<file path="src/fcc_pkg.sv">
// Shared types, constants and helper functions for the fractal cell classifier.
// Used by every module of the block; depends on nothing.
package fcc_pkg;

    // Problem dimensions
    localparam int MAX_DIM      = 64;
    localparam int MAX_ITER     = 16;
    localparam int PALETTE_SIZE = 8;
    localparam int FRAC_BITS    = 12;
    localparam int MIN_ESCAPE   = 4;
    localparam int XOR_MOD      = 5;
    localparam int XOR_LIMIT    = 2;

    // Field widths
    localparam int COORD_W = 6;
    localparam int DIM_W   = 7;
    localparam int ZOOM_W  = 13;
    localparam int C_W     = 14;
    localparam int MODE_W  = 2;
    localparam int COLOR_W = $clog2(PALETTE_SIZE);
    localparam int SCORE_W = 13;
    localparam int ITER_W  = $clog2(MAX_ITER + 1);

    // Coordinate mapping divider
    localparam int NUM_W       = 9;                    // |3*(2*col - cols)| <= 378
    localparam int MAP_SHIFT   = 2 * FRAC_BITS;
    localparam int MAG_W       = NUM_W + MAP_SHIFT;
    localparam int DEN_W       = 20;                   // 2*zoom*cols < 2^20
    localparam int DIV_BITS    = 21;                   // quotient up to 2^21-1, then clamped
    localparam int DV_W        = DEN_W + DIV_BITS - 1;
    localparam int DCNT_W      = $clog2(DIV_BITS);
    localparam int START_LIMIT = 1 << 20;
    localparam int LANES       = 2;                    // lane 0: real, lane 1: imaginary

    // Iteration datapath
    localparam int Z_W        = 32;
    localparam int ZIN_W      = 22;                    // start point needs +-2^20
    localparam int P_W        = 2 * ZIN_W;
    localparam int BIG_LIMIT  = 2 << FRAC_BITS;        // |z| component above 2.0 escapes
    localparam int ESC_LIMIT  = 4 << (2 * FRAC_BITS);

    // x mod 5 on 6-bit values via reciprocal multiply
    localparam int XOR_RECIP    = 205;
    localparam int XOR_RECIP_SH = 10;

    // Register file
    localparam int APB_AW = 5;
    localparam int APB_DW = 32;
    localparam int IDX_W  = APB_AW - 2;

    localparam logic [IDX_W-1:0] REG_MODE       = 3'd0;
    localparam logic [IDX_W-1:0] REG_ZOOM       = 3'd1;
    localparam logic [IDX_W-1:0] REG_C_RE       = 3'd2;
    localparam logic [IDX_W-1:0] REG_C_IM       = 3'd3;
    localparam logic [IDX_W-1:0] REG_SIER_SHIFT = 3'd4;
    localparam logic [IDX_W-1:0] REG_ROWS       = 3'd5;
    localparam logic [IDX_W-1:0] REG_COLS       = 3'd6;

    localparam logic [MODE_W-1:0] MODE_JULIA      = 2'd0;
    localparam logic [MODE_W-1:0] MODE_SIERPINSKI = 2'd1;
    localparam logic [MODE_W-1:0] MODE_XOR        = 2'd2;

    localparam logic [MODE_W-1:0]       RST_MODE  = MODE_JULIA;
    localparam logic [ZOOM_W-1:0]       RST_ZOOM  = 13'd4096;
    localparam logic signed [C_W-1:0]   RST_C_RE  = -14'sd2867;
    localparam logic signed [C_W-1:0]   RST_C_IM  = 14'sd1107;
    localparam logic                    RST_SHIFT = 1'b0;
    localparam logic [DIM_W-1:0]        RST_ROWS  = 7'd8;
    localparam logic [DIM_W-1:0]        RST_COLS  = 7'd13;

    typedef struct packed {
        logic [COORD_W-1:0] cell_row;
        logic [COORD_W-1:0] cell_col;
    } t_in_item;

    typedef struct packed {
        logic               place;
        logic [COLOR_W-1:0] color_index;
        logic [SCORE_W-1:0] score;
    } t_out_item;

    typedef struct packed {
        logic [MODE_W-1:0]     fractal_mode;
        logic [ZOOM_W-1:0]     julia_zoom;
        logic signed [C_W-1:0] julia_c_re;
        logic signed [C_W-1:0] julia_c_im;
        logic                  sierpinski_shift;
        logic [DIM_W-1:0]      grid_rows;
        logic [DIM_W-1:0]      grid_cols;
    } t_cfg;

    typedef struct packed {
        logic capture;
        logic prep;
        logic div_step;
        logic load_z;
        logic mul;
        logic upd;
        logic iter_inc;
        logic out_load;
    } t_cmd;

    typedef struct packed {
        logic julia;
        logic div_last;
        logic escaped;
        logic iter_last;
    } t_status;

    function automatic logic [SCORE_W-1:0] score_lookup(input logic [COLOR_W-1:0] color);
        logic [SCORE_W-1:0] s;
        case (color)
            3'd0:    s = 13'd10;
            3'd1:    s = 13'd50;
            3'd2:    s = 13'd100;
            3'd3:    s = 13'd150;
            3'd4:    s = 13'd250;
            3'd5:    s = 13'd400;
            3'd6:    s = 13'd1010;
            default: s = 13'd5000;
        endcase
        return s;
    endfunction

    function automatic logic [2:0] mod5_small(input logic [COORD_W-1:0] x);
        logic [COORD_W+7:0] prod;
        logic [3:0]         q;
        logic [COORD_W-1:0] r;
        prod = x * 8'(XOR_RECIP);
        q    = prod[COORD_W+7:XOR_RECIP_SH];
        r    = x - COORD_W'(q) * COORD_W'(XOR_MOD);
        return r[2:0];
    endfunction

endpackage

</file>
<file path="src/fcc_ctrl.sv">
// Sequencing state machine and output valid flag for the classifier.
// Depends on fcc_pkg; drives commands into fcc_datapath.
module fcc_ctrl (
    input  logic               i_clk,
    input  logic               i_rst_n,
    input  logic               i_in_valid,
    output logic               o_in_stall,
    output logic               o_out_valid,
    input  logic               i_out_stall,
    input  fcc_pkg::t_status   i_status,
    output fcc_pkg::t_cmd      o_cmd
);

    typedef enum logic [8:0] {
        S_IDLE  = 9'b000000001,
        S_PREP  = 9'b000000010,
        S_DIV   = 9'b000000100,
        S_LOADZ = 9'b000001000,
        S_MUL0  = 9'b000010000,
        S_UPD   = 9'b000100000,
        S_MUL   = 9'b001000000,
        S_ESC   = 9'b010000000,
        S_FIN   = 9'b100000000
    } t_state;

    t_state r_state, n_state;
    logic   r_out_valid, n_out_valid;

    assign o_in_stall  = (r_state != S_IDLE);
    assign o_out_valid = r_out_valid;

    always_comb begin
        n_state = r_state;
        o_cmd   = '0;
        case (r_state)
            S_IDLE: begin
                if (i_in_valid) begin
                    o_cmd.capture = 1'b1;
                    n_state       = S_PREP;
                end
            end
            S_PREP: begin
                o_cmd.prep = 1'b1;
                n_state    = i_status.julia ? S_DIV : S_FIN;
            end
            S_DIV: begin
                o_cmd.div_step = 1'b1;
                if (i_status.div_last) begin
                    n_state = S_LOADZ;
                end
            end
            S_LOADZ: begin
                o_cmd.load_z = 1'b1;
                n_state      = S_MUL0;
            end
            S_MUL0: begin
                o_cmd.mul = 1'b1;
                n_state   = S_UPD;
            end
            S_UPD: begin
                o_cmd.upd = 1'b1;
                n_state   = S_MUL;
            end
            S_MUL: begin
                o_cmd.mul = 1'b1;
                n_state   = S_ESC;
            end
            S_ESC: begin
                if (i_status.escaped) begin
                    n_state = S_FIN;
                end else begin
                    o_cmd.iter_inc = 1'b1;
                    n_state        = i_status.iter_last ? S_FIN : S_UPD;
                end
            end
            S_FIN: begin
                // output register frees up when empty or being taken this cycle
                if (!r_out_valid || !i_out_stall) begin
                    o_cmd.out_load = 1'b1;
                    n_state        = S_IDLE;
                end
            end
            default: n_state = S_IDLE;
        endcase
    end

    always_comb begin
        if (o_cmd.out_load) begin
            n_out_valid = 1'b1;
        end else begin
            n_out_valid = r_out_valid & i_out_stall;
        end
    end

    always_ff @(posedge i_clk) begin
        if (!i_rst_n) begin
            r_state     <= S_IDLE;
            r_out_valid <= 1'b0;
        end else begin
            r_state     <= n_state;
            r_out_valid <= n_out_valid;
        end
    end

endmodule

</file>
<file path="config.mk">
export PLATFORM = sky130hd
export DESIGN_NAME = fcc_ctrl
export DESIGN_NICKNAME = d
export VERILOG_FILES = /design/src/fcc_pkg.sv /design/src/fcc_ctrl.sv
export SDC_FILE = /design/constraint.sdc
export NUM_CORES = 1
export LEC_CHECK = 0
export ABC_AREA = 0
export ABC_CLOCK_PERIOD_IN_PS = 1500
export BUFFER_PORTS_ARGS = -buffer_cell sky130_fd_sc_hd__buf_2
export CAP_MARGIN = 20
export CORE_MARGIN = 4
export CORE_UTILIZATION = 44
export CTS_CLUSTER_DIAMETER = 50
export DETAILED_ROUTE_END_ITERATION = 12
export PLACE_DENSITY = 0.82
export SYNTH_ARGS = -nofsm -noshare
export SYNTH_HDL_FRONTEND = slang
export SYNTH_SLANG_ARGS = --single-unit
</file>
<file path="constraint.sdc">
create_clock -name i_clk -period 1.5 [get_ports i_clk]
set_input_delay 0 -clock i_clk [delete_from_list [all_inputs] [get_ports i_clk]]
set_output_delay 0 -clock i_clk [all_outputs]
set_load 0.01 [all_outputs]
</file>
==> run metrics <==
Max VDD drop=0.000609 V; Avg Cell Area, Syn=8.23 um2; Max Cap Viol=0; Final HPWL DP=1290 um; post-synth net total=86; row cnt=13; clock sinks=10; TritonCTS clock tree=done; Die Area=2130 um2; CP max FO=5; Core ar.=1330 um2; fraction of layout cells with a size suffix above 1=51.8%; Final #Nets=119; Primary FF master, synth=dfxtp_1; IO Port Bufs=17; max-slew violation count=0; DR iter-0 viols=25; measured slew at the worst slew-check pin=0.315 ns; asr flop ratio synth=0%; DRC=0; final hold vios=0; top-area cell type share of the netlist area=31.2%; Seq/Total Area, Yosys=31.2%; Post-Syn Area=642 um2; EDFF count, synth=0; Synth area leaders=dfxtp_1 (31%), nor3_1 (6.2%), nor3b_1 (4.7%); I/O Pins=18; fmax=0.666 GHz; drt first pass iters=4; # H-tree levels=1; Routability Congestion=0.879; setup ws final=-0.00173 ns; failing checks=setup timing; Hold WC Path Type=input port to register; Clk pin slew, worst setup/hold paths=0.07 ns; Worst setup SP type=register; diodes inserted=0; vias in the first global route=629; register bit total from synthesis=10; Die Width=46.2 um; die height=46.2 um; CP arrival=1.50 ns; Routed WL per cell=15.8 um; total routed wirelength=1970 um; area delta synth->final=53.4%; Clock Tree Buf Depth=2; DR vias=736; total CTS buffers=3; first-pass GRT wire length=2870 um; all-layer global routing usage=19.3%; Final setup viols=1; via/cell ratio=5.89; root buffer cell=clkbuf_4; initial antenna violation count=0; pin count of the biggest net entering global routing=12; post-layout min period=1.50 ns; RSZ-0062 raised after global routing=yes; global route total overflow=0; Post-Synthesis Cells=78; clock latency on the worst-skew pair=0.27 ns; Final period util=100%; largest area contributor in the synthesized netlist=dfxtp_1; Initial Util=48.1%; Crit Path Class=register to output pin; CP Capture Type=output pin; post-route antenna net violation count=0; status=complete, but fails checks; CP required=1.50 ns; relative slew slack=78.8%; Max Clock Skew=0.00206 ns; Pwr Density=905 nW/um2; Distinct cells, synth=38; total power draw=0.891 mW; Leak=0.418 nW; Ys Warns=0; WHS=0.0132 ns
## critical path, cell delays in order, from the launching register on
cell     delay, ns
dfxtp_4       0.37
nor4_4        0.27
buf_6         0.16
nand2_4       0.06
nor3b_4       0.20
buf_2         0.16
## power breakdown
group / total [mW] / internal, mW / switching, mW
registers: 0.318 / 0.282 / 0.0362
logic: 0.321 / 0.152 / 0.169
clock network: 0.252 / 0.148 / 0.104
total: 0.891 / 0.582 / 0.309
## Yosys cell counts, drive strengths merged (2+ instances only)
cell    instances
nor2            6
nor4            2
o21ai           2
and4b           2
nand3           2
inv             2
nor3b           5
dfxtp          10
buf             3
nand2           5
or3             2
nand2b          3
nor3            8
a21oi           6
and2            2
## cells by family after synthesis
family                    after synthesis  synth area share (%)
xor gates and xnor gates                2                  2.73
DFF                                    10                  31.2
buffers and inverters                   6                  5.46
AOI/OAI and AO/OA                      17                  17.7
and+or+nand+nor                        43                  42.9
## stage by stage
stage	util, %	area, um2	setup TNS (ns)	cells	setup slack, ns
after floorplan	-	642	0	78	0.0134
after global placement	59.2	790	-0.0202	116	-0.0202
after detailed placement	59.2	790	-0.183	116	-0.152
after CTS	66.7	890	0	123	0.00285
after global routing	73.8	985	-0.487	125	-0.0743
final	73.8	985	-0.00173	125	-0.00173
## repair_timing
| item | in CTS | in global routing |
|---|---|---|
| setup endpoints to repair | 9 | 13 |
| resized for setup | 10 | 17 |
| pin swaps | 3 | 3 |
| hold endpoints to repair | 2 | 0 |
| hold buffers | 3 | 0 |
| setup buffers | 1 | 2 |
| gates cloned | 0 | 0 |
## state kept, by name (all words and copies together), names as in the netlist
name / count
o_out_valid: 1
r_state: 9
## placed cells by master, fill, tap and decap left out, types with 2 or more instances in the layout
cell type / Yosys / routed
buf_2: 1 / 17
buf_4: 1 / 9
nor3_2: 0 / 5
nor2_1: 6 / 5
a21oi_1: 5 / 5
dfxtp_2: 0 / 5
dfxtp_1: 10 / 4
nor3_1: 8 / 3
nand2b_1: 3 / 3
nand2_1: 5 / 3
nor3b_1: 4 / 3
clkbuf_4: 0 / 3
dlygate4sd3_1: 0 / 3
and4b_1: 2 / 2
inv_1: 2 / 2
or3_4: 0 / 2
o21ai_0: 2 / 2
## per-layer routing
layer,wire length [um],global-route usage [%]
met1,866,24.8
met2,957,29.4
met3,114,5.86
met4,31,8.52
met5,0,0
## worst paths after layout
| kind | cells after the start | start | to | slack, ns |
|---|---|---|---|---|
| max | 5 | r_state[8] | o_cmd[4] | -0.002 |
| max reg2reg | 4 | r_state[0] | r_state[0] | 0.02 |
| min reg2reg | 2 | o_out_valid | o_out_valid | 0.50 |
| min | 3 | i_out_stall | o_out_valid | 0.01 |
## final cells by class
type | instances | area, um2
fillers | 101 | 349
repair buffers | 31 | 214
inverters | 3 | 11.3
multi-input cells | 62 | 494
clock buffers | 4 | 36.3
flip-flops and latches | 10 | 210
well taps | 15 | 18.8
(Power assumes the default switching activity.)
