===== src/fcc_pkg.sv =====
// Shared types, constants and helper functions for the fractal cell classifier.
// Used by every module of the block; depends on nothing.
package fcc_pkg;

    // Problem dimensions
    localparam int MAX_DIM      = 64;
    localparam int MAX_ITER     = 16;
    localparam int PALETTE_SIZE = 8;
    localparam int FRAC_BITS    = 12;
    localparam int MIN_ESCAPE   = 4;
    localparam int XOR_MOD      = 5;
    localparam int XOR_LIMIT    = 2;

    // Field widths
    localparam int COORD_W = 6;
    localparam int DIM_W   = 7;
    localparam int ZOOM_W  = 13;
    localparam int C_W     = 14;
    localparam int MODE_W  = 2;
    localparam int COLOR_W = $clog2(PALETTE_SIZE);
    localparam int SCORE_W = 13;
    localparam int ITER_W  = $clog2(MAX_ITER + 1);

    // Coordinate mapping divider
    localparam int NUM_W       = 9;                    // |3*(2*col - cols)| <= 378
    localparam int MAP_SHIFT   = 2 * FRAC_BITS;
    localparam int MAG_W       = NUM_W + MAP_SHIFT;
    localparam int DEN_W       = 20;                   // 2*zoom*cols < 2^20
    localparam int DIV_BITS    = 21;                   // quotient up to 2^21-1, then clamped
    localparam int DV_W        = DEN_W + DIV_BITS - 1;
    localparam int DCNT_W      = $clog2(DIV_BITS);
    localparam int START_LIMIT = 1 << 20;
    localparam int LANES       = 2;                    // lane 0: real, lane 1: imaginary

    // Iteration datapath
    localparam int Z_W        = 32;
    localparam int ZIN_W      = 22;                    // start point needs +-2^20
    localparam int P_W        = 2 * ZIN_W;
    localparam int BIG_LIMIT  = 2 << FRAC_BITS;        // |z| component above 2.0 escapes
    localparam int ESC_LIMIT  = 4 << (2 * FRAC_BITS);

    // x mod 5 on 6-bit values via reciprocal multiply
    localparam int XOR_RECIP    = 205;
    localparam int XOR_RECIP_SH = 10;

    // Register file
    localparam int APB_AW = 5;
    localparam int APB_DW = 32;
    localparam int IDX_W  = APB_AW - 2;

    localparam logic [IDX_W-1:0] REG_MODE       = 3'd0;
    localparam logic [IDX_W-1:0] REG_ZOOM       = 3'd1;
    localparam logic [IDX_W-1:0] REG_C_RE       = 3'd2;
    localparam logic [IDX_W-1:0] REG_C_IM       = 3'd3;
    localparam logic [IDX_W-1:0] REG_SIER_SHIFT = 3'd4;
    localparam logic [IDX_W-1:0] REG_ROWS       = 3'd5;
    localparam logic [IDX_W-1:0] REG_COLS       = 3'd6;

    localparam logic [MODE_W-1:0] MODE_JULIA      = 2'd0;
    localparam logic [MODE_W-1:0] MODE_SIERPINSKI = 2'd1;
    localparam logic [MODE_W-1:0] MODE_XOR        = 2'd2;

    localparam logic [MODE_W-1:0]       RST_MODE  = MODE_JULIA;
    localparam logic [ZOOM_W-1:0]       RST_ZOOM  = 13'd4096;
    localparam logic signed [C_W-1:0]   RST_C_RE  = -14'sd2867;
    localparam logic signed [C_W-1:0]   RST_C_IM  = 14'sd1107;
    localparam logic                    RST_SHIFT = 1'b0;
    localparam logic [DIM_W-1:0]        RST_ROWS  = 7'd8;
    localparam logic [DIM_W-1:0]        RST_COLS  = 7'd13;

    typedef struct packed {
        logic [COORD_W-1:0] cell_row;
        logic [COORD_W-1:0] cell_col;
    } t_in_item;

    typedef struct packed {
        logic               place;
        logic [COLOR_W-1:0] color_index;
        logic [SCORE_W-1:0] score;
    } t_out_item;

    typedef struct packed {
        logic [MODE_W-1:0]     fractal_mode;
        logic [ZOOM_W-1:0]     julia_zoom;
        logic signed [C_W-1:0] julia_c_re;
        logic signed [C_W-1:0] julia_c_im;
        logic                  sierpinski_shift;
        logic [DIM_W-1:0]      grid_rows;
        logic [DIM_W-1:0]      grid_cols;
    } t_cfg;

    typedef struct packed {
        logic capture;
        logic prep;
        logic div_step;
        logic load_z;
        logic mul;
        logic upd;
        logic iter_inc;
        logic out_load;
    } t_cmd;

    typedef struct packed {
        logic julia;
        logic div_last;
        logic escaped;
        logic iter_last;
    } t_status;

    function automatic logic [SCORE_W-1:0] score_lookup(input logic [COLOR_W-1:0] color);
        logic [SCORE_W-1:0] s;
        case (color)
            3'd0:    s = 13'd10;
            3'd1:    s = 13'd50;
            3'd2:    s = 13'd100;
            3'd3:    s = 13'd150;
            3'd4:    s = 13'd250;
            3'd5:    s = 13'd400;
            3'd6:    s = 13'd1010;
            default: s = 13'd5000;
        endcase
        return s;
    endfunction

    function automatic logic [2:0] mod5_small(input logic [COORD_W-1:0] x);
        logic [COORD_W+7:0] prod;
        logic [3:0]         q;
        logic [COORD_W-1:0] r;
        prod = x * 8'(XOR_RECIP);
        q    = prod[COORD_W+7:XOR_RECIP_SH];
        r    = x - COORD_W'(q) * COORD_W'(XOR_MOD);
        return r[2:0];
    endfunction

endpackage


===== src/fcc_datapath.sv =====
// Datapath: cell capture, coordinate mapping divider, Julia iteration unit,
// pattern modes and the output register. Depends on fcc_pkg; driven by fcc_ctrl.
module fcc_datapath (
    input  logic                i_clk,
    input  fcc_pkg::t_in_item   i_in_item,
    input  fcc_pkg::t_cfg       i_cfg,
    input  fcc_pkg::t_cmd       i_cmd,
    output fcc_pkg::t_status    o_status,
    output fcc_pkg::t_out_item  o_out_item
);

    localparam int LANE_W = $clog2(fcc_pkg::LANES);

    logic [fcc_pkg::COORD_W-1:0]  r_row, r_col;
    logic [fcc_pkg::MAG_W-1:0]    r_rem [fcc_pkg::LANES];
    logic [fcc_pkg::DV_W-1:0]     r_dv  [fcc_pkg::LANES];
    logic [fcc_pkg::DIV_BITS-1:0] r_q   [fcc_pkg::LANES];
    logic                         r_neg [fcc_pkg::LANES];
    logic [fcc_pkg::DCNT_W-1:0]   r_dcnt;
    logic signed [fcc_pkg::Z_W-1:0] r_re, r_im;
    logic signed [fcc_pkg::P_W-1:0] r_p_rr, r_p_ii, r_p_ri;
    logic [fcc_pkg::ITER_W-1:0]   r_iter;
    fcc_pkg::t_out_item           r_out;

    // grid and mapping operands
    logic [fcc_pkg::DIM_W-1:0]       rows_eff, cols_eff;
    logic [fcc_pkg::ZOOM_W-1:0]      zoom_eff;
    logic [fcc_pkg::ZOOM_W+fcc_pkg::DIM_W-1:0] zc, zr;
    logic [fcc_pkg::DEN_W-1:0]       den [fcc_pkg::LANES];
    logic signed [fcc_pkg::NUM_W-1:0] d_re, d_im;
    logic [fcc_pkg::NUM_W-1:0]       num [fcc_pkg::LANES];
    logic                            num_neg [fcc_pkg::LANES];
    logic                            in_grid;

    // divider step
    logic                            ge [fcc_pkg::LANES];
    logic [fcc_pkg::DIV_BITS-1:0]    qc [fcc_pkg::LANES];
    logic signed [fcc_pkg::Z_W-1:0]  zmag [fcc_pkg::LANES];
    logic signed [fcc_pkg::Z_W-1:0]  z0 [fcc_pkg::LANES];

    // iteration
    logic signed [fcc_pkg::ZIN_W-1:0] re_in, im_in;
    logic signed [fcc_pkg::P_W:0]     diff, mag2;
    logic signed [fcc_pkg::Z_W-1:0]   n_re, n_im;
    logic                             big;

    // result
    logic                             res_place;
    logic [fcc_pkg::COLOR_W-1:0]      res_color;
    logic [2:0]                       sum3, prod3;
    logic [fcc_pkg::COORD_W-1:0]      x_xor;
    fcc_pkg::t_out_item               n_out;

    always_comb begin
        rows_eff = (i_cfg.grid_rows > fcc_pkg::DIM_W'(fcc_pkg::MAX_DIM))
                 ? fcc_pkg::DIM_W'(fcc_pkg::MAX_DIM) : i_cfg.grid_rows;
        cols_eff = (i_cfg.grid_cols > fcc_pkg::DIM_W'(fcc_pkg::MAX_DIM))
                 ? fcc_pkg::DIM_W'(fcc_pkg::MAX_DIM) : i_cfg.grid_cols;
        zoom_eff = (i_cfg.julia_zoom == '0) ? fcc_pkg::ZOOM_W'(1) : i_cfg.julia_zoom;
        in_grid  = ({1'b0, r_row} < rows_eff) && ({1'b0, r_col} < cols_eff);

        zc = zoom_eff * cols_eff;
        zr = zoom_eff * rows_eff;
        den[0] = fcc_pkg::DEN_W'({zc, 1'b0});
        den[1] = fcc_pkg::DEN_W'(zr);

        d_re = $signed({2'b00, r_col, 1'b0}) - $signed({2'b00, cols_eff});
        d_im = $signed({2'b00, r_row, 1'b0}) - $signed({2'b00, rows_eff});
        num_neg[0] = d_re[fcc_pkg::NUM_W-1];
        num_neg[1] = d_im[fcc_pkg::NUM_W-1];
        num[0] = fcc_pkg::NUM_W'(3) * (num_neg[0] ? fcc_pkg::NUM_W'(-d_re)
                                                  : fcc_pkg::NUM_W'(d_re));
        num[1] = num_neg[1] ? fcc_pkg::NUM_W'(-d_im) : fcc_pkg::NUM_W'(d_im);
    end

    always_comb begin
        for (int l = 0; l < fcc_pkg::LANES; l++) begin
            ge[l]   = fcc_pkg::DV_W'(r_rem[l]) >= r_dv[l];
            qc[l]   = (r_q[l] > fcc_pkg::DIV_BITS'(fcc_pkg::START_LIMIT))
                    ? fcc_pkg::DIV_BITS'(fcc_pkg::START_LIMIT) : r_q[l];
            zmag[l] = $signed(fcc_pkg::Z_W'(qc[l]));
            z0[l]   = r_neg[l] ? -zmag[l] : zmag[l];
        end
    end

    always_comb begin
        re_in = $signed(r_re[fcc_pkg::ZIN_W-1:0]);
        im_in = $signed(r_im[fcc_pkg::ZIN_W-1:0]);
        diff  = r_p_rr - r_p_ii;
        // floor(2*re*im / 2^12) is an arithmetic shift by one bit less
        n_re  = fcc_pkg::Z_W'(diff >>> fcc_pkg::FRAC_BITS) + fcc_pkg::Z_W'(i_cfg.julia_c_re);
        n_im  = fcc_pkg::Z_W'(r_p_ri >>> (fcc_pkg::FRAC_BITS - 1))
              + fcc_pkg::Z_W'(i_cfg.julia_c_im);
        mag2  = r_p_rr + r_p_ii;
        // a component beyond 2.0 has escaped; the squares are then not exact
        big   = (r_re > fcc_pkg::BIG_LIMIT) || (r_re < -fcc_pkg::BIG_LIMIT)
             || (r_im > fcc_pkg::BIG_LIMIT) || (r_im < -fcc_pkg::BIG_LIMIT);
    end

    assign o_status.julia     = in_grid && (i_cfg.fractal_mode == fcc_pkg::MODE_JULIA);
    assign o_status.div_last  = (r_dcnt == fcc_pkg::DCNT_W'(fcc_pkg::DIV_BITS - 1));
    assign o_status.escaped   = big || (mag2 > fcc_pkg::ESC_LIMIT);
    assign o_status.iter_last = (r_iter == fcc_pkg::ITER_W'(fcc_pkg::MAX_ITER - 1));

    always_comb begin
        sum3  = r_row[2:0] + r_col[2:0];
        prod3 = 3'(r_row[2:0] * r_col[2:0]);
        x_xor = r_row ^ r_col;
        res_place = 1'b0;
        res_color = '0;
        case (i_cfg.fractal_mode)
            fcc_pkg::MODE_JULIA: begin
                res_place = (r_iter >= fcc_pkg::ITER_W'(fcc_pkg::MIN_ESCAPE))
                         && (r_iter <  fcc_pkg::ITER_W'(fcc_pkg::MAX_ITER));
                res_color = r_iter[fcc_pkg::COLOR_W-1:0];
            end
            fcc_pkg::MODE_SIERPINSKI: begin
                res_place = ((r_row & r_col) == '0);
                res_color = i_cfg.sierpinski_shift ? {sum3[1:0], 1'b0} : sum3;
            end
            fcc_pkg::MODE_XOR: begin
                res_place = (fcc_pkg::mod5_small(x_xor) < 3'(fcc_pkg::XOR_LIMIT));
                res_color = prod3;
            end
            default: begin
                res_place = 1'b0;
            end
        endcase
        n_out.place       = res_place & in_grid;
        n_out.color_index = n_out.place ? res_color : '0;
        n_out.score       = n_out.place ? fcc_pkg::score_lookup(res_color) : '0;
    end

    always_ff @(posedge i_clk) begin
        if (i_cmd.capture) begin
            r_row <= i_in_item.cell_row;
            r_col <= i_in_item.cell_col;
        end

        if (i_cmd.prep) begin
            r_dcnt <= '0;
            r_iter <= '0;
            for (int l = 0; l < fcc_pkg::LANES; l++) begin
                r_rem[l] <= {num[l], fcc_pkg::MAP_SHIFT'(0)};
                r_dv[l]  <= {den[l], (fcc_pkg::DIV_BITS - 1)'(0)};
                r_q[l]   <= '0;
                r_neg[l] <= num_neg[l];
            end
        end else if (i_cmd.div_step) begin
            r_dcnt <= r_dcnt + 1'b1;
            for (int l = 0; l < fcc_pkg::LANES; l++) begin
                if (ge[l]) begin
                    r_rem[l] <= r_rem[l] - r_dv[l][fcc_pkg::MAG_W-1:0];
                end
                r_dv[l] <= r_dv[l] >> 1;
                r_q[l]  <= {r_q[l][fcc_pkg::DIV_BITS-2:0], ge[l]};
            end
        end

        if (i_cmd.iter_inc) begin
            r_iter <= r_iter + 1'b1;
        end

        if (i_cmd.load_z) begin
            r_re <= z0[LANE_W'(0)];
            r_im <= z0[LANE_W'(1)];
        end else if (i_cmd.upd) begin
            r_re <= n_re;
            r_im <= n_im;
        end

        if (i_cmd.mul) begin
            r_p_rr <= re_in * re_in;
            r_p_ii <= im_in * im_in;
            r_p_ri <= re_in * im_in;
        end

        if (i_cmd.out_load) begin
            r_out <= n_out;
        end
    end

    assign o_out_item = r_out;

endmodule


===== config.mk =====
export PLATFORM = sky130hd
export DESIGN_NAME = fcc_datapath
export DESIGN_NICKNAME = d
export VERILOG_FILES = /design/src/fcc_pkg.sv /design/src/fcc_datapath.sv
export SDC_FILE = /design/constraint.sdc
export NUM_CORES = 2
export LEC_CHECK = 0
export BUFFER_PORTS_ARGS = -buffer_cell sky130_fd_sc_hd__buf_2
export CAP_MARGIN = 0
export CORE_ASPECT_RATIO = 1.1
export CORE_UTILIZATION = 67
export DETAILED_ROUTE_END_ITERATION = 8
export PLACE_DENSITY = 0.84
export SYNTH_ARGS = -nofsm -noshare
export SYNTH_HDL_FRONTEND = slang
export SYNTH_SLANG_ARGS = --single-unit

===== constraint.sdc =====
create_clock -name i_clk -period 8.85 [get_ports i_clk]
set_input_delay 1.3275 -clock i_clk [delete_from_list [all_inputs] [get_ports i_clk]]
set_output_delay 1.3275 -clock i_clk [all_outputs]
set_load 0.02 [all_outputs]

==> flow_summary_export.csv <==
group,metric,value,unit
layout,fin_nets,11061,
critical_path,critPathCaptureType,"register",
clocking,cts_tree,"done",
sta,fin_crit,8.464,ns
synthesis,ys_seq_area_share,14.12,%
synthesis,ys_types,103,
sta,rsz0062_at_grt,"false",
synthesis,synthArstFlopShare,0,%
placement,portBuffers,96,
layout,drive_above_1_share,3.889,%
critical_path,worst-r2r-cell-count,24,
global_routing,grt.total_usage,34.89,%
clocking,root_buffer,"clkbuf_16",
synthesis,synth_area,81750,µm²
synthesis,synth-edff-count,381,
routing,wire_per_inst,20.01,µm
layout,final.fill_count,8718,
run,maxCapViolCount,0,
clocking,cts_hold_buf,0,
routing,avgViaCountPerCell,5.856,
global_routing,antenna_found_initial,15,
routing,drt_iter0_drc,4933,
layout,final_common_cell,"inv_1",
die,core,121200,µm²
routing,drt-pass1-iter-count,7,
outcome,status,"finished, final reports clean",
die,die_h,368.4,µm
die,start_util,67.44,%
sta,relSlewSlack,3.150,%
critical_path,start_kind,"register",
layout,fin_area,85490,µm²
clocking,htreeDepth,2,
global_routing,grt_pass1_vias,65941,
die,placementRows,134,
sta,maxSlewViolCount,0,
placement,place_area,83870,µm²
routing,postRouteAntennaNets,0,
sta,hold_viol_final,0,
hold_path,holdPathStages,2,
sta,tns,0,ns
critical_path,crit_fanout,18,
routing,drcViolationCount,0,
clocking,clk_pin_slew,0.06,ns
critical_path,critPathKind,"reg2reg",
sta,hold_slack,0.5147,ns
layout,area_delta_synth_final,4.578,%
global_routing,grt_max_degree,67,
sta,fin_crit_sh,95.64,%
synthesis,synth_seq_cells,386,
clocking,postCtsSetupBuffers,0,
clocking,cts_resized,0,
critical_path,r2r-end,"r_p_rr[42]$_DFFE_PP_",
clocking,clk_path_buf_depth,3,
critical_path,arrival,8.87,ns
placement,globalplace.congestion,0.9665,
layout,layout_common_cells,"inv_1, fa_1, nand2_1",
routing,vias,60652,
placement,dpl.hpwl,166.8,mm
critical_path,required,9.25,ns
die,dieArea,123400,µm²
clocking,clk_latency,0.67,ns
routing,wirelength,207.2,mm
hold_path,hold_start,"r_dcnt[4]$_SDFFE_PP0P_",
sta,setup_viol,0,
synthesis,yosys_warnings,0,
critical_path,ff2ff_setup_slack,0.39,ns
sta,tightest_slew,1.453,ns
sta,finClkSkew,0.02666,ns
global_routing,grt_pass1_wl,337.3,mm
clocking,cts_made_buffers,49,
synthesis,post_synth.cell_area_avg,9.345,µm²
die,die_x,335.1,µm
sta,fmax,118.1,MHz
synthesis,synth-main-ff-cell,"edfxtp_1",
hold_path,hold_path_end,"r_dcnt[4]$_SDFFE_PP0P_",
clocking,clock_sinks,386,
synthesis,syn_inst,8748,
die,ios,100,
critical_path,worstReg2RegStart,"r_re[20]$_DFFE_PP_",
global_routing,grt_overflow_total,0,
hold_path,hp-class,"reg2reg",
## synth_stat cells, drive strengths merged, types with 19 or more instances
| cell | n | area share [%] |
|---|---|---|
| nor4 | 46 | 0.35 |
| nand2b | 76 | 0.58 |
| fa | 1534 | 38 |
| buf | 31 | 0.19 |
| a211oi | 19 | 0.19 |
| o21a | 54 | 0.50 |
| a31oi | 35 | 0.29 |
| nand3 | 73 | 0.45 |
| inv | 2019 | 9.3 |
| edfxtp | 381 | 14 |
| o21ai | 199 | 1.2 |
| nor2 | 475 | 2.2 |
| a21oi | 339 | 2.1 |
| or2 | 23 | 0.18 |
| nor3 | 86 | 0.53 |
| o21bai | 47 | 0.43 |
| clkbuf | 290 | 1.3 |
| xor2 | 106 | 1.1 |
| ha | 769 | 12 |
| nor2b | 88 | 0.67 |
| nand2 | 885 | 4.1 |
| xnor2 | 267 | 2.9 |
| a21o | 148 | 1.4 |
| o31ai | 28 | 0.28 |
| and3 | 31 | 0.26 |
| and2 | 400 | 3.1 |
| mux2i | 29 | 0.36 |
| nand4 | 38 | 0.29 |
## sequential cells by signal, summed over array words and instances, names as in the netlist, 21 cells and up
signal / count
r_re: 32
r_p_ri: 32
r_dv: 80
r_p_rr: 43
r_p_ii: 43
r_q: 21
r_rem: 66
r_im: 32
## metal layers
metal / track usage [%] / wire length, µm / vias up
met4: 22.35 / 16520 / 4
li1: - / - / 26888
met3: 5.804 / 17510 / 834
met5: 0.4728 / 27 / -
met1: 40.88 / 71200 / 30203
met2: 59.47 / 102000 / 2723
## how the worst max path moves through the flow
stage                             from              endpoint  slack (ns)  cells past startpoint
finish              r_re[20]$_DFFE_PP_  r_p_rr[42]$_DFFE_PP_        0.39                     24
global route        r_re[20]$_DFFE_PP_  r_p_rr[42]$_DFFE_PP_        0.18                     24
CTS                 r_re[20]$_DFFE_PP_  r_p_rr[42]$_DFFE_PP_        0.64                     24
detailed placement  r_re[20]$_DFFE_PP_  r_p_rr[42]$_DFFE_PP_        0.65                     24
global placement     r_im[2]$_DFFE_PP_  r_p_ri[41]$_DFFE_PP_        0.82                     24
floorplan           r_re[14]$_DFFE_PP_  r_p_rr[43]$_DFFE_PP_        1.42                     28
## kinds of logic (layout without fill, tap and decap cells)
group | after synthesis | after routing | synth area share [%]
flip-flops | 386 | 386 | 14.12
adder cells (fa/ha/maj) | 2303 | 2303 | 49.33
other | 1 | 13 | 0.004587
buffers and inverters | 2346 | 2311 | 10.82
AND/OR/NAND/NOR | 2271 | 2271 | 13.09
AO/OA/AOI/OAI | 1030 | 1030 | 8.159
XOR/XNOR | 373 | 373 | 3.996
multiplexers | 38 | 38 | 0.4790
## critical path: stages (launching register included)
cell and delay [ns]:
edfxtp_1 1.32, nand2_1 0.29, fa_1 0.50, fa_1 0.52, fa_1 0.56, inv_1 0.05
fa_1 0.48, fa_1 0.51, fa_1 0.49, inv_1 0.05, fa_1 0.47, inv_1 0.04
ha_1 0.34, a21o_1 0.21, a21o_1 0.18, a21oi_1 0.23, o221a_2 0.23, o311ai_1 0.21
nand2_1 0.18, o21ai_1 0.14, o41ai_2 0.49, o21ai_0 0.25, nand2b_1 0.19, a21oi_1 0.18
xnor2_1 0.08
## through the flow
step                      instances  setup slack, ns  utilization (%)
after detailed placement      10260           0.6539            69.19
after floorplan                8751            1.416                -
after global routing          10353           0.1788            70.52
final                         10357           0.3859            70.53
after CTS                     10348           0.6362            70.51
after global placement        10260           0.8204            69.19
## area by class of cell
cell class | instances | area [µm²] | area share [%]
repair buffers | 198 | 1277 | 1.494
flip-flops and latches | 386 | 11540 | 13.50
inverters | 2025 | 7601 | 8.891
well taps | 1632 | 2042 | 2.388
diodes | 9 | 22.52 | 0.02634
multi-input cells | 6019 | 61410 | 71.83
clock inverters | 33 | 352.8 | 0.4127
clock buffers | 55 | 1249 | 1.461
Power is left out: the tool's default activity adds up to more than one toggle a clock period on the data nets, which glitch-free logic cannot reach.
