### src/fcc_pkg.sv
// Shared types, constants and helper functions for the fractal cell classifier.
// Used by every module of the block; depends on nothing.
package fcc_pkg;

    // Problem dimensions
    localparam int MAX_DIM      = 64;
    localparam int MAX_ITER     = 16;
    localparam int PALETTE_SIZE = 8;
    localparam int FRAC_BITS    = 12;
    localparam int MIN_ESCAPE   = 4;
    localparam int XOR_MOD      = 5;
    localparam int XOR_LIMIT    = 2;

    // Field widths
    localparam int COORD_W = 6;
    localparam int DIM_W   = 7;
    localparam int ZOOM_W  = 13;
    localparam int C_W     = 14;
    localparam int MODE_W  = 2;
    localparam int COLOR_W = $clog2(PALETTE_SIZE);
    localparam int SCORE_W = 13;
    localparam int ITER_W  = $clog2(MAX_ITER + 1);

    // Coordinate mapping divider
    localparam int NUM_W       = 9;                    // |3*(2*col - cols)| <= 378
    localparam int MAP_SHIFT   = 2 * FRAC_BITS;
    localparam int MAG_W       = NUM_W + MAP_SHIFT;
    localparam int DEN_W       = 20;                   // 2*zoom*cols < 2^20
    localparam int DIV_BITS    = 21;                   // quotient up to 2^21-1, then clamped
    localparam int DV_W        = DEN_W + DIV_BITS - 1;
    localparam int DCNT_W      = $clog2(DIV_BITS);
    localparam int START_LIMIT = 1 << 20;
    localparam int LANES       = 2;                    // lane 0: real, lane 1: imaginary

    // Iteration datapath
    localparam int Z_W        = 32;
    localparam int ZIN_W      = 22;                    // start point needs +-2^20
    localparam int P_W        = 2 * ZIN_W;
    localparam int BIG_LIMIT  = 2 << FRAC_BITS;        // |z| component above 2.0 escapes
    localparam int ESC_LIMIT  = 4 << (2 * FRAC_BITS);

    // x mod 5 on 6-bit values via reciprocal multiply
    localparam int XOR_RECIP    = 205;
    localparam int XOR_RECIP_SH = 10;

    // Register file
    localparam int APB_AW = 5;
    localparam int APB_DW = 32;
    localparam int IDX_W  = APB_AW - 2;

    localparam logic [IDX_W-1:0] REG_MODE       = 3'd0;
    localparam logic [IDX_W-1:0] REG_ZOOM       = 3'd1;
    localparam logic [IDX_W-1:0] REG_C_RE       = 3'd2;
    localparam logic [IDX_W-1:0] REG_C_IM       = 3'd3;
    localparam logic [IDX_W-1:0] REG_SIER_SHIFT = 3'd4;
    localparam logic [IDX_W-1:0] REG_ROWS       = 3'd5;
    localparam logic [IDX_W-1:0] REG_COLS       = 3'd6;

    localparam logic [MODE_W-1:0] MODE_JULIA      = 2'd0;
    localparam logic [MODE_W-1:0] MODE_SIERPINSKI = 2'd1;
    localparam logic [MODE_W-1:0] MODE_XOR        = 2'd2;

    localparam logic [MODE_W-1:0]       RST_MODE  = MODE_JULIA;
    localparam logic [ZOOM_W-1:0]       RST_ZOOM  = 13'd4096;
    localparam logic signed [C_W-1:0]   RST_C_RE  = -14'sd2867;
    localparam logic signed [C_W-1:0]   RST_C_IM  = 14'sd1107;
    localparam logic                    RST_SHIFT = 1'b0;
    localparam logic [DIM_W-1:0]        RST_ROWS  = 7'd8;
    localparam logic [DIM_W-1:0]        RST_COLS  = 7'd13;

    typedef struct packed {
        logic [COORD_W-1:0] cell_row;
        logic [COORD_W-1:0] cell_col;
    } t_in_item;

    typedef struct packed {
        logic               place;
        logic [COLOR_W-1:0] color_index;
        logic [SCORE_W-1:0] score;
    } t_out_item;

    typedef struct packed {
        logic [MODE_W-1:0]     fractal_mode;
        logic [ZOOM_W-1:0]     julia_zoom;
        logic signed [C_W-1:0] julia_c_re;
        logic signed [C_W-1:0] julia_c_im;
        logic                  sierpinski_shift;
        logic [DIM_W-1:0]      grid_rows;
        logic [DIM_W-1:0]      grid_cols;
    } t_cfg;

    typedef struct packed {
        logic capture;
        logic prep;
        logic div_step;
        logic load_z;
        logic mul;
        logic upd;
        logic iter_inc;
        logic out_load;
    } t_cmd;

    typedef struct packed {
        logic julia;
        logic div_last;
        logic escaped;
        logic iter_last;
    } t_status;

    function automatic logic [SCORE_W-1:0] score_lookup(input logic [COLOR_W-1:0] color);
        logic [SCORE_W-1:0] s;
        case (color)
            3'd0:    s = 13'd10;
            3'd1:    s = 13'd50;
            3'd2:    s = 13'd100;
            3'd3:    s = 13'd150;
            3'd4:    s = 13'd250;
            3'd5:    s = 13'd400;
            3'd6:    s = 13'd1010;
            default: s = 13'd5000;
        endcase
        return s;
    endfunction

    function automatic logic [2:0] mod5_small(input logic [COORD_W-1:0] x);
        logic [COORD_W+7:0] prod;
        logic [3:0]         q;
        logic [COORD_W-1:0] r;
        prod = x * 8'(XOR_RECIP);
        q    = prod[COORD_W+7:XOR_RECIP_SH];
        r    = x - COORD_W'(q) * COORD_W'(XOR_MOD);
        return r[2:0];
    endfunction

endpackage

### src/fcc_regs.sv
// Configuration register file with an APB-style slave port.
// Depends on fcc_pkg.
module fcc_regs (
    input  logic                         i_clk,
    input  logic                         i_rst_n,
    input  logic                         psel,
    input  logic                         penable,
    input  logic                         pwrite,
    input  logic [fcc_pkg::APB_AW-1:0]   paddr,
    input  logic [fcc_pkg::APB_DW-1:0]   pwdata,
    output logic [fcc_pkg::APB_DW-1:0]   prdata,
    output logic                         pready,
    output fcc_pkg::t_cfg                o_cfg
);

    fcc_pkg::t_cfg                   r_cfg;
    logic [fcc_pkg::IDX_W-1:0]       idx;
    logic                            wr;

    assign idx    = paddr[fcc_pkg::APB_AW-1:2];
    assign wr     = psel & penable & pwrite;
    assign pready = 1'b1;
    assign o_cfg  = r_cfg;

    always_ff @(posedge i_clk) begin
        if (!i_rst_n) begin
            r_cfg.fractal_mode     <= fcc_pkg::RST_MODE;
            r_cfg.julia_zoom       <= fcc_pkg::RST_ZOOM;
            r_cfg.julia_c_re       <= fcc_pkg::RST_C_RE;
            r_cfg.julia_c_im       <= fcc_pkg::RST_C_IM;
            r_cfg.sierpinski_shift <= fcc_pkg::RST_SHIFT;
            r_cfg.grid_rows        <= fcc_pkg::RST_ROWS;
            r_cfg.grid_cols        <= fcc_pkg::RST_COLS;
        end else if (wr) begin
            case (idx)
                fcc_pkg::REG_MODE:       r_cfg.fractal_mode <= pwdata[fcc_pkg::MODE_W-1:0];
                fcc_pkg::REG_ZOOM:       r_cfg.julia_zoom   <= pwdata[fcc_pkg::ZOOM_W-1:0];
                fcc_pkg::REG_C_RE:       r_cfg.julia_c_re   <= $signed(pwdata[fcc_pkg::C_W-1:0]);
                fcc_pkg::REG_C_IM:       r_cfg.julia_c_im   <= $signed(pwdata[fcc_pkg::C_W-1:0]);
                fcc_pkg::REG_SIER_SHIFT: r_cfg.sierpinski_shift <= pwdata[0];
                fcc_pkg::REG_ROWS:       r_cfg.grid_rows    <= pwdata[fcc_pkg::DIM_W-1:0];
                fcc_pkg::REG_COLS:       r_cfg.grid_cols    <= pwdata[fcc_pkg::DIM_W-1:0];
                default: begin
                end
            endcase
        end
    end

    always_comb begin
        case (idx)
            fcc_pkg::REG_MODE:       prdata = fcc_pkg::APB_DW'(r_cfg.fractal_mode);
            fcc_pkg::REG_ZOOM:       prdata = fcc_pkg::APB_DW'(r_cfg.julia_zoom);
            fcc_pkg::REG_C_RE:       prdata = fcc_pkg::APB_DW'(r_cfg.julia_c_re);
            fcc_pkg::REG_C_IM:       prdata = fcc_pkg::APB_DW'(r_cfg.julia_c_im);
            fcc_pkg::REG_SIER_SHIFT: prdata = fcc_pkg::APB_DW'(r_cfg.sierpinski_shift);
            fcc_pkg::REG_ROWS:       prdata = fcc_pkg::APB_DW'(r_cfg.grid_rows);
            fcc_pkg::REG_COLS:       prdata = fcc_pkg::APB_DW'(r_cfg.grid_cols);
            default:                 prdata = '0;
        endcase
    end

endmodule

### config.mk
export PLATFORM = sky130hd
export DESIGN_NAME = fcc_regs
export DESIGN_NICKNAME = d
export VERILOG_FILES = /design/src/fcc_pkg.sv /design/src/fcc_regs.sv
export SDC_FILE = /design/constraint.sdc
export NUM_CORES = 1
export LEC_CHECK = 0
export BUFFER_PORTS_ARGS = -buffer_cell sky130_fd_sc_hd__buf_2
export CORE_MARGIN = 2
export CORE_UTILIZATION = 40
export CTS_BUF_LIST = sky130_fd_sc_hd__clkbuf_8
export CTS_CLUSTER_DIAMETER = 50
export DETAILED_ROUTE_END_ITERATION = 10
export PLACE_DENSITY = 0.81
export SLEW_MARGIN = 30
export SYNTH_ARGS = -nofsm -noshare
export SYNTH_HDL_FRONTEND = slang
export SYNTH_SLANG_ARGS = --single-unit
### constraint.sdc
create_clock -name i_clk -period 2.3 [get_ports i_clk]
set_clock_uncertainty 0.2 [all_clocks]
set_input_delay 0.115 -clock i_clk [delete_from_list [all_inputs] [get_ports i_clk]]
set_output_delay 0.115 -clock i_clk [all_outputs]
set_load 0.01 [all_outputs]
==> metrics.txt, run 1 <==
worst reg2reg path endpoint=o_cfg[16]; Via Count=2,646; CP Max Fanout=24; Final setup viols=0; Die ar.=7880 sq um; diode count=0; drt wl/cell=15.5 um; # hold bufs at CTS=16; Reg power frac=0.431; CP top delay family=buffers and inverters; DRC violations left=0; WP buf/inv=2; register bit count reported by yosys=58; gp weighted congestion=0.778; synthesized cell area=2870 sq um; total grt overflow=0; Switch Pwr=0.544 mW; Clock Sink Count=58; Finished Layout Cells=517; CP arrival=2.12 ns; post-synthesis sequential area ratio=0.404; final WL=8020 um; internal power=1.82 mW; relative slew slack=0.554; CP startpoint kind=input port; post-route setup TNS=0 ns; chip width=88.7 um; final antenna-violating net count=0; worst vdd ir=0.356 mV; RSZ-0062 raised after global routing=false; post-synthesis cell type count=37; Finished Cell Area=3750 sq um; GRT Total Usage=0.205; worst r2r src=o_cfg[16]; period utilization=0.890; logic gate share of total power=0.102; slowest stage delay, CP=0.58 ns; Ys Warns=0; Synth Area per Inst=9.27 sq um; Min-Delay Path Depth=4; Post-DP HPWL=5490 um; WHS Endpoint=o_cfg[19]; Post-CTS Setup Repair Bufs=0; Max Root-Sink Buffers=2; syn_nets=352; Inserted Clock Buffers=9; Critical-path top delay cell=dlygate4sd3_1; Largest register FFs=58; crit path kind=input port to flop; Post-Place Cells=485; FP Rows=30; first-pass GRT wire length=12,200 um; initial antenna violation count=0; largest net degree at the start of global routing=34; Crit path required time=2.37 ns; proportion of layout cells with a drive suffix above 1=0.368; core area=6870 sq um; Die Y=88.7 um; Worst-Skew Late Latency=0.33 ns; CTS tree=yes; pwr dens=631 nW/um^2; minimum clock period after layout=2.05 ns; drt pass-1 iters=5; area delta synth->final=30.6%; number of vias per cell=5.12; I/O Pins=133; final hold viol count=0; number of fill cells in the layout=635; fmax=488 MHz; Leakage=1.83 nW; root buffer cell=clkbuf_8; 1st-iter DRT viols=186; Hold Startpoint=pwrite; Starting Density=0.418; Tightest Pin Transition=0.669 ns; FF-to-FF setup slack=0.88 ns; outcome=finished, final reports clean; vias in the first global route=2,453; CTS resizes=0; fin nets=458; htree depth=3; clock power share=0.468; clock transition at the registers of the reported paths=0.06 ns; Worst setup EP type=flop; IO buf count=111; fin. max-slew vios=0; Switching Fraction=0.230; cell chain of the critical path=buf_2 > nand2b_4 > or2_1 > o211ai_1 > dlygate4sd3_1; R2R depth=3; Cell Area, Placed=3360 sq um; worst hold path class=input port to flop; cell count after synthesis=310; Max-Cap Viols=0
-- worst max-delay path by stage --
stage | cells past startpoint | end | from
finish | 5 | o_cfg[16] | paddr[3]
CTS | 5 | o_cfg[16] | paddr[3]
global placement | 6 | prdata[3] | paddr[3]
floorplan | 5 | prdata[14] | paddr[2]
global route | 5 | o_cfg[16] | paddr[3]
detailed placement | 6 | prdata[3] | paddr[3]
-- per-layer routing --
| layer | part of all wire | vias to the layer above | GRT usage | wire length [um] |
|---|---|---|---|---|
| met5 | 0 | - | 0 | 0 |
| met4 | 0.016 | 0 | 0.0826 | 127 |
| met3 | 0.061 | 13 | 0.0373 | 486 |
| met2 | 0.48 | 114 | 0.339 | 3880 |
| met1 | 0.44 | 1250 | 0.263 | 3520 |
| li1 | - | 1269 | - | - |
-- worst register-to-register path, delay by kind of cell (launching register included) --
kind	cells	cell delay [ns]
buf+inv	1	0.58
flops	1	0.33
compound gates	2	0.21
-- through the flow --
step | power [mW] | hold WS [ns] | util | worst slack, ns
final | 2.37 | 0.149 | 0.546 | 0.252
after global routing | 2.45 | 0.174 | 0.546 | 0.168
after CTS | 2.38 | 0.134 | 0.546 | 0.355
after detailed placement | 1.26 | 0.184 | 0.489 | 0.366
after global placement | 1.26 | 0.174 | 0.489 | 0.363
after floorplan | 1.20 | 0.0571 | - | 0.400
-- logic make-up after synthesis --
group | count (synthesis) | share of synthesized area
mux | 67 | 0.244
buf+inv | 47 | 0.0971
other cells | 1 | 0.00131
simple gates | 98 | 0.159
compound gates | 39 | 0.0949
flops | 58 | 0.404
-- placed cells by master (no fill, tap or decap), types with 2 or more instances in the layout --
cell           instances
a31oi_1                2
dfxtp_1               58
o211ai_1               6
clkbuf_8               9
mux2_2                14
nand2b_1               2
buf_2                111
nor3b_1                2
o21ai_0                6
mux2i_1               52
inv_1                  7
nor2_1                21
nor2b_1                2
clkinv_2               3
a21oi_1                5
bufinv_16              3
a22oi_1               11
a211o_1                3
nand2_1               57
nor4b_1                2
dlygate4sd3_1         16
a221oi_1               4
buf_4                  9
-- cell type report --
type                            instances  area, sq um  area share
Clock buffer                            9          124      0.0330
Clock inverter                          7          109      0.0290
Inverter                                6         22.5     0.00600
Multi-Input combinational cell        205         1430       0.382
Sequential cell                        58         1160       0.309
Tap cell                               96          120      0.0320
Timing Repair Buffer                  136          783       0.209
-- Yosys cell counts (all sizes together) --
library cell | number | area, sq um
a211o | 3 | 26.3
a21oi | 5 | 25.0
a221oi | 4 | 35.0
a22oi | 11 | 82.6
a31oi | 2 | 12.5
and2b | 1 | 7.51
and4b | 1 | 10.0
buf | 30 | 215
clkbuf | 11 | 41.3
conb | 1 | 3.75
dfxtp | 58 | 1160
inv | 6 | 22.5
mux2 | 14 | 158
mux2i | 52 | 521
mux4 | 1 | 22.5
nand2 | 57 | 214
nand2b | 3 | 26.3
nand3 | 2 | 15.0
nand4 | 1 | 12.5
nor2 | 22 | 85.1
nor2b | 2 | 12.5
nor3 | 2 | 21.3
nor3b | 2 | 15.0
nor4 | 1 | 6.26
nor4b | 2 | 17.5
o211ai | 6 | 45.0
o21ai | 6 | 30.0
o2bb2ai | 1 | 8.76
o31ai | 1 | 7.51
or2 | 2 | 12.5
-- power by group through the flow --
stage          clock network (mW)  registers, mW  logic (mW)
6_report                     1.11           1.02       0.241
5_1_grt                      1.17           1.02       0.263
4_1_cts                      1.13           1.02       0.241
3_5_place_dp                    0           1.04       0.220
3_3_place_gp                    0           1.04       0.217
2_1_floorplan                   0           1.04       0.152
(Power assumes the default switching activity.)
==> run 2, diff against run 1 <==
--- a/config.mk
+++ b/config.mk
@@ -5,13 +5,14 @@
 export SDC_FILE = /design/constraint.sdc
 export NUM_CORES = 1
 export LEC_CHECK = 0
+export ABC_AREA = 1
 export BUFFER_PORTS_ARGS = -buffer_cell sky130_fd_sc_hd__buf_2
 export CORE_MARGIN = 2
 export CORE_UTILIZATION = 40
 export CTS_BUF_LIST = sky130_fd_sc_hd__clkbuf_8
 export CTS_CLUSTER_DIAMETER = 50
 export DETAILED_ROUTE_END_ITERATION = 10
-export PLACE_DENSITY = 0.81
+export PLACE_DENSITY = 0.8
 export SLEW_MARGIN = 30
 export SYNTH_ARGS = -nofsm -noshare
 export SYNTH_HDL_FRONTEND = slang
==> run 2 against run 1 <==
  * Fmax is 14% higher
  * Setup slack better by 0.26 ns
  * Register-to-register slack better by 0.54 ns
  * Clock power hardly changed
  * Cell count is 30% higher
  * First-iteration DRC count is 10% higher
  * Wire length is 13% higher
  * Hold slack worse by 0.081 ns
  * Largest power group unchanged
==> metrics.txt, run 2 <==
final WL=9040 um; Switching Fraction=0.250; pwr dens=609 nW/um^2; drt wl/cell=13.4 um; vias in the first global route=2,992; Post-CTS Setup Repair Bufs=0; register bit count reported by yosys=58; clock transition at the registers of the reported paths=0.06 ns; cell chain of the critical path=buf_2 > inv_2 > nand2_1 > nor2_1 > buf_12 > nand2_1 > nand2_1 > buf_2; syn_nets=511; CP top delay family=buffers and inverters; CP Max Fanout=20; period utilization=0.779; GRT Total Usage=0.215; Worst setup EP type=primary output; Worst-Skew Late Latency=0.34 ns; fin. max-slew vios=0; CP startpoint kind=input port; CP arrival=1.48 ns; top cell type's share of synthesized area=0.364; relative slew slack=0.588; crit-path most repeated cell=nand2_1; slowest stage delay, CP=0.32 ns; Die ar.=8690 sq um; fmax=558 MHz; Starting Density=0.412; CTS resizes=0; worst vdd ir=0.231 mV; Util after Layout=0.515; WP buf/inv=4; root buffer cell=clkbuf_8; Switch Pwr=0.604 mW; 1st-iter DRT viols=205; Reg power frac=0.425; Leakage=2.04 nW; logic gate share of total power=0.117; dominant cells by area after synthesis=dfxtp_1, nand2_1, nor2_1; most frequent cell after synthesis=nand2_1; post-synthesis sequential area ratio=0.364; commonest non-fill, non-tap cells in the layout=nand2_1, buf_2, nor2_1, dfxtp_1, nand3_1; minimum clock period after layout=1.79 ns; post-route setup TNS=0 ns; CTS tree=yes; Clock Sink Count=58; worst hold path class=input port to flop; most common cell after layout, fill and taps aside=nand2_1; Max-Cap Viols=0; core area=7730 sq um; total power=2.42 mW; total grt overflow=0; I/O Pins=133; Largest register FFs=58; Ys Warns=0; initial antenna violation count=0; final antenna-violating net count=0; DRC violations left=0; post-synthesis cell type count=23; area delta synth->final=24.8%; gp weighted congestion=0.863; Post-Place Cells=644; first-pass GRT wire length=14,500 um; Crit path required time=1.99 ns; FP Rows=32; Finished Layout Cells=674; Critical-path top delay cell=nand2_1; Max Root-Sink Buffers=2; crit path kind=input port to primary output; final hold viol count=0; largest net degree at the start of global routing=32; clock power share=0.459; Synth Area per Inst=6.79 sq um; cell count after synthesis=469; internal power=1.82 mW; htree depth=3; synthesized cell area=3190 sq um; chip width=93.2 um; outcome=finished, final reports clean; diode count=0; Post-synth top cells=nand2_1, nor2_1, dfxtp_1; Tightest Pin Transition=0.618 ns; RSZ-0062 raised after global routing=false; Final setup viols=0; area leader, netlist=dfxtp_1; Post-DP HPWL=6080 um; Inserted Clock Buffers=9; drt pass-1 iters=5; Post-synth EDFFs=0; Die Y=93.2 um; asr flop ratio synth=0; Via Count=3,272; prevailing post-synth register cell=dfxtp_1; number of vias per cell=4.85; proportion of layout cells with a drive suffix above 1=0.304; IO buf count=111; fin nets=609
==> run 2: power groups by stage <==
stage                     registers (mW)  clock network, mW  logic, mW
final                               1.03               1.11      0.282
after global routing                1.03               1.18      0.310
after CTS                           1.03               1.12      0.281
after detailed placement            1.05                  0      0.260
after global placement              1.05                  0      0.256
after floorplan                     1.05                  0      0.183
==> run 2: cell families (layout without fill, tap and decap cells) <==
group / Yosys count / after routing / share of synthesized area
compound gates: 6 / 6 / 0.00942
buf+inv: 75 / 178 / 0.145
flops: 58 / 58 / 0.364
other cells: 1 / 1 / 0.00118
simple gates: 329 / 329 / 0.480
==> run 2: area by class of cell <==
| cell class | count | area, sq um |
|---|---|---|
| clock buffer | 12 | 165 |
| clock inverter | 4 | 72.6 |
| fill | 769 | 3750 |
| tap | 102 | 128 |
| inverter | 30 | 113 |
| sequential | 58 | 1160 |
| multi-input combinational | 336 | 1560 |
| timing repair buffer | 132 | 773 |
==> run 2: repair_timing <==
action	in CTS	in global routing
endpoints found under the setup margin	0	0
endpoints found under the hold margin	50	0
hold buffers	14	0
==> run 2: metrics by stage <==
stage | hold WS [ns] | setup slack (ns) | area (sq um)
final | 0.0680 | 0.509 | 3980
after global routing | 0.0787 | 0.337 | 3980
after CTS | 0.0595 | 0.535 | 3980
after detailed placement | 0.150 | 0.514 | 3600
after global placement | 0.148 | 0.533 | 3600
after floorplan | 0.0320 | 0.780 | 3190
==> run 2: path summary, 6_finish.rpt <==
| check | endpoint | slack, ns | cells past startpoint | startpoint |
|---|---|---|---|---|
| worst min-delay path | o_cfg[41] | 0.07 | 2 | i_rst_n |
| worst max-delay path | prdata[20] | 0.51 | 8 | paddr[2] |
| worst max register to register | o_cfg[10] | 1.42 | 2 | o_cfg[10] |
| worst min register to register | o_cfg[21] | 0.28 | 2 | o_cfg[21] |
==> run 2: metal layers <==
metal,global-route usage,part of all wire,routed length [um]
met1,0.266,0.42,3770
met2,0.349,0.49,4440
met3,0.0403,0.070,633
met4,0.123,0.022,199
met5,0,0,0
==> run 3, diff against run 2 <==
--- a/config.mk
+++ b/config.mk
@@ -12,7 +12,7 @@
 export CTS_BUF_LIST = sky130_fd_sc_hd__clkbuf_8
 export CTS_CLUSTER_DIAMETER = 50
 export DETAILED_ROUTE_END_ITERATION = 10
-export PLACE_DENSITY = 0.8
+export PLACE_DENSITY = 0.82
 export SLEW_MARGIN = 30
 export SYNTH_ARGS = -nofsm -noshare
 export SYNTH_HDL_FRONTEND = slang
==> constraint.sdc (replaced) <==
create_clock -name i_clk -period 1.6 [get_ports i_clk]
set_clock_uncertainty 0.2 [all_clocks]
set_input_delay 0.08 -clock i_clk [delete_from_list [all_inputs] [get_ports i_clk]]
set_output_delay 0.08 -clock i_clk [all_outputs]
set_load 0.01 [all_outputs]
==> run 3 against run 2 <==
  * Register-to-register slack worse by 0.65 ns
  * Largest cell class unchanged
  * Cell count up 2.4%
  * Combinational power grew 52%
  * Cell area up 2.8%
  * Via count is 2.8% higher
  * Sequential cell count stayed put
  * Total power increased by 32%
  * Setup slack worse by 0.38 ns
  * Die area did not move
  * Utilization is 1.4 points higher
  * Sequential share of layout area fell by 0.80 points
==> metrics.txt, run 3 (synthesized netlist as in run 2, its figures left out) <==
outcome=finished, final reports clean; WL met3=585 um; Reg power frac=0.461; met1 WL=3810 um; Min-Delay Path Depth=4; Leakage=2.12 nW; Final setup viols=0; Via Count=3,365; worst r2r src=o_cfg[55]; slowest stage delay, CP=0.32 ns; area delta synth->final=28.3%; clock power share=0.404; final hold viol count=0; FP Rows=32; minimum clock period after layout=1.47 ns; post-route setup TNS=0 ns; met2 WL=4500 um; Die ar.=8690 sq um; number of vias per cell=4.88; drt wl/cell=13.3 um; internal power=2.37 mW; first-pass GRT wire length=14,600 um; Starting Density=0.412; cell chain of the critical path=nand4_1 > nand2_1 > nor2_1 > nand2_1 > buf_2; crit path kind=flop to primary output; Post-Place Cells=659; Inserted Clock Buffers=9; Max-Cap Viols=0; Switching Fraction=0.261; CP Max Fanout=3; final antenna-violating net count=0; drt pass-1 iters=5; crit-path most repeated cell=nand2_1; fin nets=626; setup slack after layout=0.130 ns; WHS Endpoint=o_cfg[0]; diode count=0; proportion of layout cells with a drive suffix above 1=0.318; CP startpoint kind=flop; CP arrival=1.19 ns; fmax=680 MHz; Util after Layout=0.529; RSZ-0062 raised after global routing=false; htree depth=3; fin. max-slew vios=0; worst hold path class=input port to flop; Clock Sink Count=58; Max Root-Sink Buffers=2; Largest register FFs=58; Critical-path top delay cell=dfxtp_1; chip width=93.2 um; Finished Cell Area=4090 sq um; pwr dens=784 nW/um^2; Crit path required time=1.32 ns; vias in the first global route=3,174; DRC violations left=0; root buffer cell=clkbuf_8; Die Y=93.2 um; GRT Total Usage=0.213; FF-to-FF setup slack=0.77 ns; period utilization=0.919; Worst setup EP type=primary output; Hold Startpoint=paddr[4]; Cell Area, Placed=3740 sq um; most common cell after layout, fill and taps aside=nand2_1; I/O Pins=133; Post-Place Setup Slack=0.0790 ns; largest net degree at the start of global routing=59; worst vdd ir=0.433 mV; CTS tree=yes; 1st-iter DRT viols=245; final WL=9200 um; clock transition at the registers of the reported paths=0.07 ns; gp weighted congestion=0.887; number of fill cells in the layout=753; Switch Pwr=0.837 mW; commonest non-fill, non-tap cells in the layout=nand2_1, buf_2, nor2_1, dfxtp_1, nand3_1; Top Metal Used=met4; initial antenna violation count=0; logic gate share of total power=0.134; Post-DP HPWL=6540 um; Worst-Skew Late Latency=0.33 ns; IO buf count=111; core area=7730 sq um; Finished Layout Cells=690; worst reg2reg path endpoint=o_cfg[55]; R2R depth=2; total grt overflow=0
## run 3: changes by cell type in the layout (fill, tap and decap cells not counted), sizes merged
cell,change
bufinv,-1
buf,+15
clkbuf,-2
dlygate4sd3,+2
clkinv,+1
clkinvlp,-1
inv,+2
## run 3: worst max-delay path: cells and delay by family (launching register included)
family / cells / cell delay (ns)
flops: 1 / 0.32
buf+inv: 1 / 0.14
simple gates: 4 / 0.40
## run 3: power by group through the flow
stage	sequential [mW]	clock, mW	combinational, mW
after floorplan	1.52	0	0.263
after global placement	1.51	0	0.387
after detailed placement	1.51	0	0.396
after CTS	1.48	1.32	0.428
after global routing	1.48	1.37	0.471
final	1.48	1.30	0.430
## run 3: layout make-up
| class | count | area (sq um) | share of cell area |
|---|---|---|---|
| clock inverters | 5 | 47.5 | 0.0116 |
| inverters | 30 | 113 | 0.0275 |
| flip-flops and latches | 58 | 1160 | 0.284 |
| repair buffers | 149 | 935 | 0.229 |
| clock buffers | 10 | 138 | 0.0337 |
| multi-input cells | 336 | 1570 | 0.383 |
| well taps | 102 | 128 | 0.0312 |
## run 3: through the flow
stage | hold WS [ns] | power, mW
floorplan | -0.00300 | 1.78
global placement | 0.110 | 1.90
detailed placement | 0.124 | 1.91
CTS | 0.0612 | 3.22
global route | 0.0796 | 3.32
finish | 0.0765 | 3.20
## run 3: worst max-delay path by stage
stage               startpoint          to  slack [ns]
finish                o_cfg[4]   prdata[4]        0.13
global route          paddr[2]   prdata[5]       0.006
CTS                  o_cfg[28]  prdata[15]        0.03
detailed placement      pwrite   o_cfg[36]        0.08
global placement      paddr[2]   prdata[1]        0.11
floorplan             paddr[3]  prdata[14]        0.15
## run 3: what timing repair did
action	4_1_cts	5_1_grt
gates resized for setup	0	2
buffers inserted	0	0
endpoints found under the setup margin	0	20
hold buffers	16	0
endpoints found under the hold margin	53	0
## run 3: layer usage
layer | vias to the layer above | track usage
li1 | 1664 | -
met1 | 1529 | 0.256
met2 | 144 | 0.364
met3 | 28 | 0.0395
met4 | 0 | 0.103
met5 | - | 0
